File: src/rtl/sha1bs_pkg.sv
`timescale 1ns / 1ps
// Shared types, constants and round helpers for the SHA-1 byte stream hasher.
// No dependencies; every other file in rtl/ imports this package.
package sha1bs_pkg;

    localparam int unsigned QUEUE_DEPTH  = 4;
    localparam int unsigned DIGEST_WORDS = 5;
    localparam int unsigned BLOCK_BITS   = 512;

    localparam logic [6:0] ROUND_LAST  = 7'd79;
    localparam logic [5:0] POS_LAST    = 6'd63;
    localparam logic [5:0] POS_LEN     = 6'd56;
    localparam logic [2:0] IDX_LAST    = 3'd4;
    localparam logic [7:0] PAD_MARK    = 8'h80;

    localparam logic [31:0] IV0 = 32'h67452301;
    localparam logic [31:0] IV1 = 32'hEFCDAB89;
    localparam logic [31:0] IV2 = 32'h98BADCFE;
    localparam logic [31:0] IV3 = 32'h10325476;
    localparam logic [31:0] IV4 = 32'hC3D2E1F0;

    localparam logic [31:0] K0 = 32'h5A827999;
    localparam logic [31:0] K1 = 32'h6ED9EBA1;
    localparam logic [31:0] K2 = 32'h8F1BBCDC;
    localparam logic [31:0] K3 = 32'hCA62C1D6;

    // One queued request from the front end
    typedef struct packed {
        logic [7:0] data;
        logic       valid;
        logic       last;
    } req_t;

    typedef enum logic [2:0] {
        ST_IDLE,
        ST_ROUND,
        ST_FINAL,
        ST_PAD80,
        ST_PADZ,
        ST_PADLEN,
        ST_OUT
    } back_state_t;

    function automatic logic [31:0] rotl1(input logic [31:0] v);
        begin
            return {v[30:0], v[31]};
        end
    endfunction

    function automatic logic [31:0] round_f(input logic [6:0] r, input logic [31:0] b,
                                            input logic [31:0] c, input logic [31:0] d);
        begin
            if (r < 7'd20)
                return d ^ (b & (c ^ d));
            else if (r < 7'd40)
                return b ^ c ^ d;
            else if (r < 7'd60)
                return (b & c) | (d & (b | c));
            else
                return b ^ c ^ d;
        end
    endfunction

    function automatic logic [31:0] round_k(input logic [6:0] r);
        begin
            if (r < 7'd20)
                return K0;
            else if (r < 7'd40)
                return K1;
            else if (r < 7'd60)
                return K2;
            else
                return K3;
        end
    endfunction

endpackage

File: src/rtl/sha1bs_front.sv
`timescale 1ns / 1ps
// Input side: accepts stream items, drops empty non-final ones, and queues the
// rest as requests for the hash engine. Depends on sha1bs_pkg.
module sha1bs_front #(
    parameter int unsigned DEPTH = sha1bs_pkg::QUEUE_DEPTH
) (
    input  logic              clk,
    input  logic              rst_n,
    input  logic              in_tvalid,
    output logic              in_tready,
    input  logic [7:0]        in_data,
    input  logic              in_byte_valid,
    input  logic              in_last,
    output logic              req_valid,
    input  logic              req_ready,
    output sha1bs_pkg::req_t  req
);
    import sha1bs_pkg::*;

    localparam int unsigned PTR_W = (DEPTH > 1) ? $clog2(DEPTH) : 1;
    localparam int unsigned CNT_W = $clog2(DEPTH + 1);

    req_t               q_reg [DEPTH];
    logic [PTR_W-1:0]   wr_ptr_reg;
    logic [PTR_W-1:0]   rd_ptr_reg;
    logic [CNT_W-1:0]   count_reg;
    logic               push;
    logic               pop;

    assign in_tready = (count_reg != CNT_W'(DEPTH));
    // an empty item that does not end the message carries nothing
    assign push      = in_tvalid & in_tready & (in_byte_valid | in_last);
    assign req_valid = (count_reg != '0);
    assign pop       = req_valid & req_ready;
    assign req       = q_reg[rd_ptr_reg];

    always_ff @(posedge clk)
    begin
        if (push)
        begin
            q_reg[wr_ptr_reg] <= '{data: in_data, valid: in_byte_valid, last: in_last};
        end
    end

    always_ff @(posedge clk or negedge rst_n)
    begin
        if (!rst_n)
        begin
            wr_ptr_reg <= '0;
            rd_ptr_reg <= '0;
            count_reg  <= '0;
        end
        else
        begin
            if (push)
            begin
                wr_ptr_reg <= (wr_ptr_reg == PTR_W'(DEPTH - 1)) ? '0 : wr_ptr_reg + 1'b1;
            end
            if (pop)
            begin
                rd_ptr_reg <= (rd_ptr_reg == PTR_W'(DEPTH - 1)) ? '0 : rd_ptr_reg + 1'b1;
            end
            if (push && !pop)
                count_reg <= count_reg + 1'b1;
            else if (pop && !push)
                count_reg <= count_reg - 1'b1;
        end
    end

endmodule

File: src/rtl/sha1bs_back.sv
`timescale 1ns / 1ps
// Hash engine: block assembly, padding, 80-round SHA-1 compression and
// digest word output. Depends on sha1bs_pkg.
module sha1bs_back (
    input  logic              clk,
    input  logic              rst_n,
    input  logic              req_valid,
    output logic              req_ready,
    input  sha1bs_pkg::req_t  req,
    output logic              out_valid,
    input  logic              out_ready,
    output logic [31:0]       out_word,
    output logic [2:0]        out_index,
    output logic              out_last
);
    import sha1bs_pkg::*;

    back_state_t            state_reg, state_next;
    logic [BLOCK_BITS-1:0]  blk_reg;
    logic [5:0]             pos_reg;
    logic [63:0]            msg_cnt_reg;
    logic [63:0]            len_reg;
    logic [31:0]            a_reg, b_reg, c_reg, d_reg, e_reg;
    logic [31:0]            chain_reg [DIGEST_WORDS];
    logic [6:0]             round_reg;
    logic [2:0]             idx_reg;
    logic                   pad_reg;
    logic                   mark_reg;
    logic                   final_reg;

    logic                   feed;
    logic [7:0]             feed_byte;
    logic                   start;
    logic [63:0]            cnt_inc;
    logic [31:0]            w_new;
    logic [31:0]            t_sum;

    // blk_reg holds w[0] in its top word; w[i] = blk_reg[511-32i -: 32]
    assign w_new   = rotl1(blk_reg[511:480] ^ blk_reg[447:416] ^
                           blk_reg[255:224] ^ blk_reg[95:64]);
    assign t_sum   = {a_reg[26:0], a_reg[31:27]} + round_f(round_reg, b_reg, c_reg, d_reg)
                     + e_reg + round_k(round_reg) + blk_reg[511:480];
    assign cnt_inc = msg_cnt_reg + {63'd0, req.valid};
    assign start   = (state_next == ST_ROUND) && (state_reg != ST_ROUND);

    assign out_word  = chain_reg[idx_reg];
    assign out_index = idx_reg;
    assign out_last  = (idx_reg == IDX_LAST);

    always_comb
    begin
        state_next = state_reg;
        feed       = 1'b0;
        feed_byte  = '0;
        req_ready  = 1'b0;
        out_valid  = 1'b0;
        case (state_reg)
            ST_IDLE:
            begin
                req_ready = 1'b1;
                if (req_valid)
                begin
                    feed      = req.valid;
                    feed_byte = req.data;
                    if (req.valid && pos_reg == POS_LAST)
                        state_next = ST_ROUND;
                    else if (req.last)
                        state_next = ST_PAD80;
                end
            end
            ST_ROUND:
            begin
                if (round_reg == ROUND_LAST)
                    state_next = ST_FINAL;
            end
            ST_FINAL:
            begin
                if (!pad_reg)
                    state_next = ST_IDLE;
                else if (final_reg)
                    state_next = ST_OUT;
                else if (!mark_reg)
                    state_next = ST_PAD80;
                else
                    state_next = ST_PADZ;
            end
            ST_PAD80:
            begin
                feed       = 1'b1;
                feed_byte  = PAD_MARK;
                state_next = (pos_reg == POS_LAST) ? ST_ROUND : ST_PADZ;
            end
            ST_PADZ:
            begin
                if (pos_reg == POS_LEN)
                    state_next = ST_PADLEN;
                else
                begin
                    feed = 1'b1;
                    if (pos_reg == POS_LAST)
                        state_next = ST_ROUND;
                end
            end
            ST_PADLEN:
            begin
                feed      = 1'b1;
                feed_byte = len_reg[63:56];
                if (pos_reg == POS_LAST)
                    state_next = ST_ROUND;
            end
            ST_OUT:
            begin
                out_valid = 1'b1;
                if (out_ready && idx_reg == IDX_LAST)
                    state_next = ST_IDLE;
            end
            default:
            begin
                state_next = ST_IDLE;
            end
        endcase
    end

    always_ff @(posedge clk or negedge rst_n)
    begin
        if (!rst_n)
            state_reg <= ST_IDLE;
        else
            state_reg <= state_next;
    end

    // datapath payload, no reset needed
    always_ff @(posedge clk)
    begin
        if (feed)
            blk_reg <= {blk_reg[BLOCK_BITS-9:0], feed_byte};
        else if (state_reg == ST_ROUND)
            blk_reg <= {blk_reg[BLOCK_BITS-33:0], w_new};

        if (start)
        begin
            a_reg <= chain_reg[0];
            b_reg <= chain_reg[1];
            c_reg <= chain_reg[2];
            d_reg <= chain_reg[3];
            e_reg <= chain_reg[4];
        end
        else if (state_reg == ST_ROUND)
        begin
            a_reg <= t_sum;
            b_reg <= a_reg;
            c_reg <= {b_reg[1:0], b_reg[31:2]};
            d_reg <= c_reg;
            e_reg <= d_reg;
        end

        if (state_reg == ST_IDLE && req_valid && req.last)
            len_reg <= {cnt_inc[60:0], 3'b000};
        else if (state_reg == ST_PADLEN)
            len_reg <= {len_reg[55:0], 8'h00};
    end

    always_ff @(posedge clk or negedge rst_n)
    begin
        if (!rst_n)
        begin
            pos_reg      <= '0;
            msg_cnt_reg  <= '0;
            round_reg    <= '0;
            idx_reg      <= '0;
            pad_reg      <= 1'b0;
            mark_reg     <= 1'b0;
            final_reg    <= 1'b0;
            chain_reg[0] <= IV0;
            chain_reg[1] <= IV1;
            chain_reg[2] <= IV2;
            chain_reg[3] <= IV3;
            chain_reg[4] <= IV4;
        end
        else
        begin
            if (feed)
                pos_reg <= pos_reg + 1'b1;

            if (state_reg == ST_IDLE && req_valid)
            begin
                msg_cnt_reg <= cnt_inc;
                if (req.last)
                    pad_reg <= 1'b1;
            end

            if (state_reg == ST_PAD80)
                mark_reg <= 1'b1;

            if (state_reg == ST_PADLEN && pos_reg == POS_LAST)
                final_reg <= 1'b1;

            if (start)
                round_reg <= '0;
            else if (state_reg == ST_ROUND)
                round_reg <= round_reg + 1'b1;

            if (state_reg == ST_FINAL)
            begin
                chain_reg[0] <= chain_reg[0] + a_reg;
                chain_reg[1] <= chain_reg[1] + b_reg;
                chain_reg[2] <= chain_reg[2] + c_reg;
                chain_reg[3] <= chain_reg[3] + d_reg;
                chain_reg[4] <= chain_reg[4] + e_reg;
            end

            if (state_reg == ST_OUT && out_ready)
            begin
                if (idx_reg == IDX_LAST)
                begin
                    // digest delivered: back to the initial state for the next message
                    idx_reg      <= '0;
                    pos_reg      <= '0;
                    msg_cnt_reg  <= '0;
                    pad_reg      <= 1'b0;
                    mark_reg     <= 1'b0;
                    final_reg    <= 1'b0;
                    chain_reg[0] <= IV0;
                    chain_reg[1] <= IV1;
                    chain_reg[2] <= IV2;
                    chain_reg[3] <= IV3;
                    chain_reg[4] <= IV4;
                end
                else
                begin
                    idx_reg <= idx_reg + 1'b1;
                end
            end
        end
    end

endmodule

File: src/rtl/sha1_byte_stream_hasher_core.sv
`timescale 1ns / 1ps
// Top level of the SHA-1 byte stream hasher: request queue front end and hash engine.
// Depends on sha1bs_pkg, sha1bs_front and sha1bs_back.
//
// Takes one message byte per input request and returns the 160-bit SHA-1 digest as
// five 32-bit words (most significant first, tuser = word index, tlast on the fifth)
// after a request with tlast set; tuser = 0 with tlast marks an end without a byte,
// which allows the empty message. The engine takes bytes while it is idle, and every
// 64th byte starts the one-round-per-cycle compression unit (80 rounds, then the
// chaining add; the working registers load while the byte is taken), during which no
// bytes are taken. Ending a message feeds the padding bytes (0x80, zeros, then the
// 64-bit bit length) and one or two more compressions. A small request queue lets the
// input run ahead by up to QUEUE_DEPTH requests while a block compresses.
module sha1_byte_stream_hasher_core #(
    parameter int unsigned QUEUE_DEPTH = sha1bs_pkg::QUEUE_DEPTH
) (
    input  logic        clk,
    input  logic        rst_n,
    input  logic        s_tvalid,
    output logic        s_tready,
    input  logic [7:0]  s_tdata,    // [7:0] data_byte
    input  logic        s_tuser,    // [0] byte_valid
    input  logic        s_tlast,
    output logic        m_tvalid,
    input  logic        m_tready,
    output logic [31:0] m_tdata,    // [31:0] digest_word
    output logic [2:0]  m_tuser,    // [2:0] word_index
    output logic        m_tlast
);
    import sha1bs_pkg::*;

    req_t req;
    logic req_valid;
    logic req_ready;

    sha1bs_front #(
        .DEPTH (QUEUE_DEPTH)
    ) u_front (
        .clk           (clk),
        .rst_n         (rst_n),
        .in_tvalid     (s_tvalid),
        .in_tready     (s_tready),
        .in_data       (s_tdata),
        .in_byte_valid (s_tuser),
        .in_last       (s_tlast),
        .req_valid     (req_valid),
        .req_ready     (req_ready),
        .req           (req)
    );

    sha1bs_back u_back (
        .clk       (clk),
        .rst_n     (rst_n),
        .req_valid (req_valid),
        .req_ready (req_ready),
        .req       (req),
        .out_valid (m_tvalid),
        .out_ready (m_tready),
        .out_word  (m_tdata),
        .out_index (m_tuser),
        .out_last  (m_tlast)
    );

endmodule
File: config.mk
export PLATFORM = sky130hd
export DESIGN_NAME = sha1_byte_stream_hasher_core
export DESIGN_NICKNAME = d
export VERILOG_FILES = /design/src/rtl/sha1bs_pkg.sv /design/src/rtl/sha1bs_front.sv /design/src/rtl/sha1bs_back.sv /design/src/rtl/sha1_byte_stream_hasher_core.sv
export SDC_FILE = /design/constraint.sdc
export NUM_CORES = 2
export LEC_CHECK = 0
export ABC_AREA = 1
export BUFFER_PORTS_ARGS = -buffer_cell sky130_fd_sc_hd__buf_2
export CAP_MARGIN = 20
export CELL_PAD_IN_SITES_DETAIL_PLACEMENT = 2
export CELL_PAD_IN_SITES_GLOBAL_PLACEMENT = 2
export CORE_MARGIN = 2
export CORE_UTILIZATION = 40
export CTS_BUF_LIST = sky130_fd_sc_hd__clkbuf_4 sky130_fd_sc_hd__clkbuf_8 sky130_fd_sc_hd__clkbuf_16
export DETAILED_ROUTE_END_ITERATION = 8
export PLACE_DENSITY = 0.78
export RECOVER_POWER = 50
export SYNTH_ARGS = -nofsm -noshare
export SYNTH_HDL_FRONTEND = slang
export SYNTH_SLANG_ARGS = --single-unit
File: constraint.sdc
create_clock -name clk -period 19.25 [get_ports clk]
set_input_delay 0 -clock clk [delete_from_list [all_inputs] [get_ports clk]]
set_output_delay 0 -clock clk [all_outputs]
set_load 0.03 [all_outputs]
* After elaboration in Yosys (flattened, before gate mapping)
Memory sizes are Yosys's and may differ from the RTL's.
Cells that the tools add are included.
** Operators by class
- Divide/modulo/power cells :: 0
- Shift-type cells :: 0
- Reductions and logical operators :: 18
- Add/sub/neg operators :: 17
- Bitwise logic cells :: 17
- Multiplexer cells :: 70
- Magnitude comparators :: 4
- Equal/unequal tests :: 15
- Multipliers :: 0
** Operators with widths (number)
- 512-bit 2-to-1 mux :: 2
- 32-bit 2-to-1 mux :: 17
- 160-bit 2-to-1 mux :: 3
- 64-bit 2-to-1 mux :: 5
- 32-bit adder :: 9
- 32-bit XOR :: 7
- 32-bit bitwise AND :: 3
- 32-bit binary-select mux with 3-bit select :: 1
- 64-bit by 1-bit adder with 64-bit output :: 1
- 32-bit OR :: 2
- 3-bit 2-to-1 mux :: 14
- 31-bit 2-to-1 mux :: 1
- 8-bit case mux with 3 select lines :: 1
- 3-bit case mux with 7 select lines :: 1
- 6-bit 2-to-1 mux :: 3
- 1-bit 2-to-1 mux :: 16
- 7-bit by 6-bit < comparator with 1-bit output (second input constant) :: 2
- 7-bit 2-to-1 mux :: 2
- 3-bit == test (second input constant) :: 4
- 6-bit == test (second input constant) :: 2
- 1-bit logical AND :: 9
- 8-bit 2-to-1 mux :: 1
- 2-bit nonzero test :: 4
- 7-bit by 1-bit adder with 7-bit output (second input constant) :: 1
- 21 further kinds :: 30
** Storage, ports and cells
- Output and inout port bits :: 38
- Bits in latches :: 0
- Bits in registers :: 986
- Logic and storage cells :: 165
- Input bits :: 14
- Memory bits (read-only) :: 0
- RAM bits :: 40
- Memories kept :: 1
** Memories
- u_front.q_reg :: words 4, width 10, read ports 1, clocked after memory_dff 0, wr ports 1, RTL line sha1bs_front.sv:23 : req_t q_reg [DEPTH];

* Logic depth before layout (Yosys ltp)
- Depth after elaboration :: 12
- Depth in mapped cells :: 29
- Mapped depth without buffers :: 28

* Hierarchy
Synthesis repeated with hierarchy kept, for this count alone.
** Second synthesis, totals
- Cells, all modules :: 7654
- Area, all modules :: 62386.1 µm²
** Modules (own cells, without submodules)
- sha1bs_back :: instances 1, area each 60316.6 µm², cells each 7476, seq. area each 28192.0 µm²
- sha1bs_front :: instances 1, area each 2069.5 µm², cells each 178, seq. area each 1376.3 µm²

* Least setup slack after synthesis
No wires, ideal clock.
- Kind :: register -> register
- From :: register u_back.pos_reg[0]
- To :: register u_back.blk_reg[0], enable pin
- Path slack :: 5.759 ns
- Cell stages (with the launch flop) :: 12
- Path buffers :: 2
- Library setup time :: 3.678 ns
- Arrival :: 9.813 ns
- Clock period less this slack :: 13.491 ns
- Data required time :: 15.572 ns
- Path through :: dfrtp_1 -> inv_1 -> ha_1 -> inv_1 -> nor2_1 -> nand3_1 -> a21oi_1 -> nand2_1 -> inv_2 -> buf_2 -> clkbuf_1 -> nand2_1
** On the way
- Longest elaborated chain between the ends :: 4
** Ends and longest elaborated chain
- from (decl) :: RTL line sha1bs_back.sv:20 : logic [5:0] pos_reg;
- from (signal assigned) :: RTL line sha1bs_back.sv:183 : pos_reg <= pos_reg + 1'b1;
- 6-bit == test :: RTL line sha1bs_back.sv:95 : if (pos_reg == POS_LEN)
- 1-bit 2-to-1 mux :: RTL line sha1bs_back.sv:95
- 1-bit case mux with 3 select lines :: RTL line sha1bs_back.sv:57 : case (state_reg)
- 2-bit nonzero test (no line)
- to (signal assigned) :: RTL line sha1bs_back.sv:136 : blk_reg <= {blk_reg[BLOCK_BITS-9:0], feed_byte};
- to (signal assigned) :: RTL line sha1bs_back.sv:138 : blk_reg <= {blk_reg[BLOCK_BITS-33:0], w_new};
- to (decl) :: RTL line sha1bs_back.sv:19 : logic [BLOCK_BITS-1:0] blk_reg;
No other way between the ends.
A chain may end at the register's enable or synchronous reset.

==> results by group <==
Global route
  • Layer with the highest usage: met2
  • Met3 Track Usage GR: 0.0554
  • GRT met1 Usage: 0.465
  • Pin count of the biggest net entering global routing: 210
  • Initial antenna violation count: 15
  • First-pass GRT wire length: roughly 390 mm
  • All-Layer GR Usage: 0.326
  • GR met2 Demand/Resource: 0.505
  • Total global routing overflow: 0
  • Vias in the first global route: just under 60,000

Worst setup path
  • Worst Path Max Fanout: 126
  • Worst r2r dst: u_back.c_reg[10]$_DFFE_PP_
  • Critical Path Source Type: input pin
  • Crit path from: rst_n
  • CP Class: in -> async
  • Critical path endpoint category: async pin
  • R2R setup slack: between 9 and 10 ns
  • Reg2reg path depth: 11
  • WP data required: between 15 and 20 ns
  • Crit path to: u_back.msg_cnt_reg[46]$_DFF_PN0_
  • CP arrival: roughly 9.1 ns
  • Critical R2R Launch: u_back.state_reg[1]$_DFF_PN0_

Yosys
  • Post-Syn Area: around 0.062 mm^2
  • Distinct cells, synth: 51
  • Yosys warnings: 0
  • Ys flop type: edfxtp_1
  • Synth Register Bits: between 1,000 and 1,500
  • Syn nets: 7,951
  • Post-synthesis sequential area ratio: 0.474
  • Post-synth ARST share: 0.244
  • Number of enable flip-flop cells after synthesis: roughly 770
  • Syn Inst Count: 7,607
  • Avg Inst Size Synth: between 8 and 9 um^2

Timing
  • Finish-stage setup viols: 0
  • Final period util: 0.535
  • Unrepaired setup endpoints after global routing: no
  • Setup TNS: 0 ns
  • Worst-Margin Slew: 8.25 ns
  • Fmax: slightly below 100 MHz
  • Fin crit period: ~10 ns
  • Slew Limit Fails: ~1,400
  • Final hold vios: 0
  • Slew margin rel.: -4.50
  • Clock Skews: roughly 0.054 ns

Placement
  • Final GP Congestion: a little under 1
  • Post-DP Area: between 0.06 and 0.07 mm^2
  • Dpl hpwl: approximately 190 mm
  • Port bufs: just over 50

Finish
  • Fill cells: 17,200
  • Most common cell after layout, fill and taps aside: nand2_1
  • Finished Core Util: 0.444
  • Layout cells sized above 1: 0.0448
  • Layout overhead on the synthesized area: 9.87%
  • Layout Nets: about 8,000
  • Largest register FFs: between 500 and 600
  • Design Area, Final: just under 0.07 mm^2
  • Most frequent cells in the layout: 2,581 x nand2_1, 823 x inv_1, 773 x edfxtp_1, 594 x o21ai_0, 559 x nor2_1

Route
  • DR WL/cell: roughly 27 um
  • Via-to-Cell Ratio: between 5 and 6
  • Final wirelength: between 200 and 300 mm
  • Number of routed nets with antenna violations: 0
  • DRC: 0
  • First DRT Iteration DRCs: 5,345
  • Initial DRT Pass Iterations: 7
  • Via count: ~55,000

CTS
  • CTS tree: done
  • Post-CTS sizing: 0
  • Worst-path clk slew: around 0.07 ns
  • CTS sink cnt: a little over 1,000
  • CTS Buffer Depth: 3
  • CTS Buf Count: approximately 120
  • Quantity of hold-fixing buffers added after cts: 22
  • Postcts setup bufs: 0
  • Latest clock arrival within the worst-skew pair: between 0.7 and 0.8 ns
  • Root Buffer: clkbuf_16
  • H-tree depth: 3

Outcome
  • Violated checks: capacitance limit, slew limit
  • Outcome: complete, but fails checks

Die
  • I/O pins: 52
  • Die Wd: between 300 and 400 um
  • Die area: about 0.16 mm^2
  • FP Rows: approximately 140
  • Die Span Y: about 400 um
  • Initial core utilization: 0.404
  • Core area: around 0.15 mm^2

Worst hold path
  • Min-Delay Path Class: in -> reg

Flow run
  • Max-cap check violation count: 22
[synthesized netlist by cell type (100+ instances only)]
cell type	number	area, um^2
nand2_1	2579	9680
inv_1	821	3080
edfxtp_1	773	23200
nor2_1	559	2100
o21ai_0	540	2700
a21oi_1	455	2280
nand3_1	281	1410
ha_1	205	2560
dfrtp_1	170	4250
clkbuf_1	132	495
o21ai_1	128	641
fa_1	125	2500
xnor2_1	111	972
nor3_1	100	500
[worst min path at each step]
stage,to,slack (ns),start,depth (start not counted)
after floorplan,u_back.chain_reg[0]$_DFF_PN0_,-0.30,rst_n,0
after global placement,u_back.chain_reg[93]$_DFF_PN0_,0.05,rst_n,1
after detailed placement,u_back.chain_reg[93]$_DFF_PN0_,0.05,rst_n,1
after CTS,u_front.q_reg[3][0]$_DFFE_PP_,0.02,s_tlast,2
after global routing,u_front.q_reg[3][1]$_DFFE_PP_,0.16,s_tuser,2
final,u_front.q_reg[2][0]$_DFFE_PP_,0.17,s_tlast,2
[cell families after synthesis]
kind of cell,synth area share
multiplexers,0.00114
buffers and inverters,0.0715
AND/OR/NAND/NOR,0.231
XOR/XNOR,0.0278
flip-flops,0.474
adder cells (fa/ha/maj),0.0813
AO/OA/AOI/OAI,0.113
[layout make-up]
| class | instances | area [um^2] | share of cell area |
|---|---|---|---|
| inverters | 834 | 3150 | 0.0459 |
| diodes | 5 | 12.5 | 0.000183 |
| multi-input cells | 5475 | 28300 | 0.413 |
| clock inverters | 72 | 842 | 0.0123 |
| clock buffers | 155 | 3340 | 0.0487 |
| repair buffers | 116 | 739 | 0.0108 |
| flip-flops and latches | 1023 | 29600 | 0.432 |
| well taps | 2044 | 2560 | 0.0373 |
[worst max-delay path, cell delays in order]
cell	delay, ns
dlygate4sd3_1	0.52
clkbuf_1	2.48
clkbuf_1	5.91
[per-layer routing]
layer  vias to the layer above  wire length, um
met3                       384            17900
met2                      1529           117000
li1                      24900                -
met1                     28700           118000
met5                         -               27
met4                         4             8910
[metrics by stage]
step                      hold WS [ns]  setup WS, ns  instances
final                            0.174          8.96       9724
after global routing             0.164          7.71       9719
after CTS                       0.0157         12.77       9714
after detailed placement        0.0479         12.80       9465
after global placement          0.0453         12.91       9465
after floorplan                 -0.296          5.76       7607
Power is not shown: default switching activity piles up to over one toggle a cycle in this logic, so the estimate is an artifact.
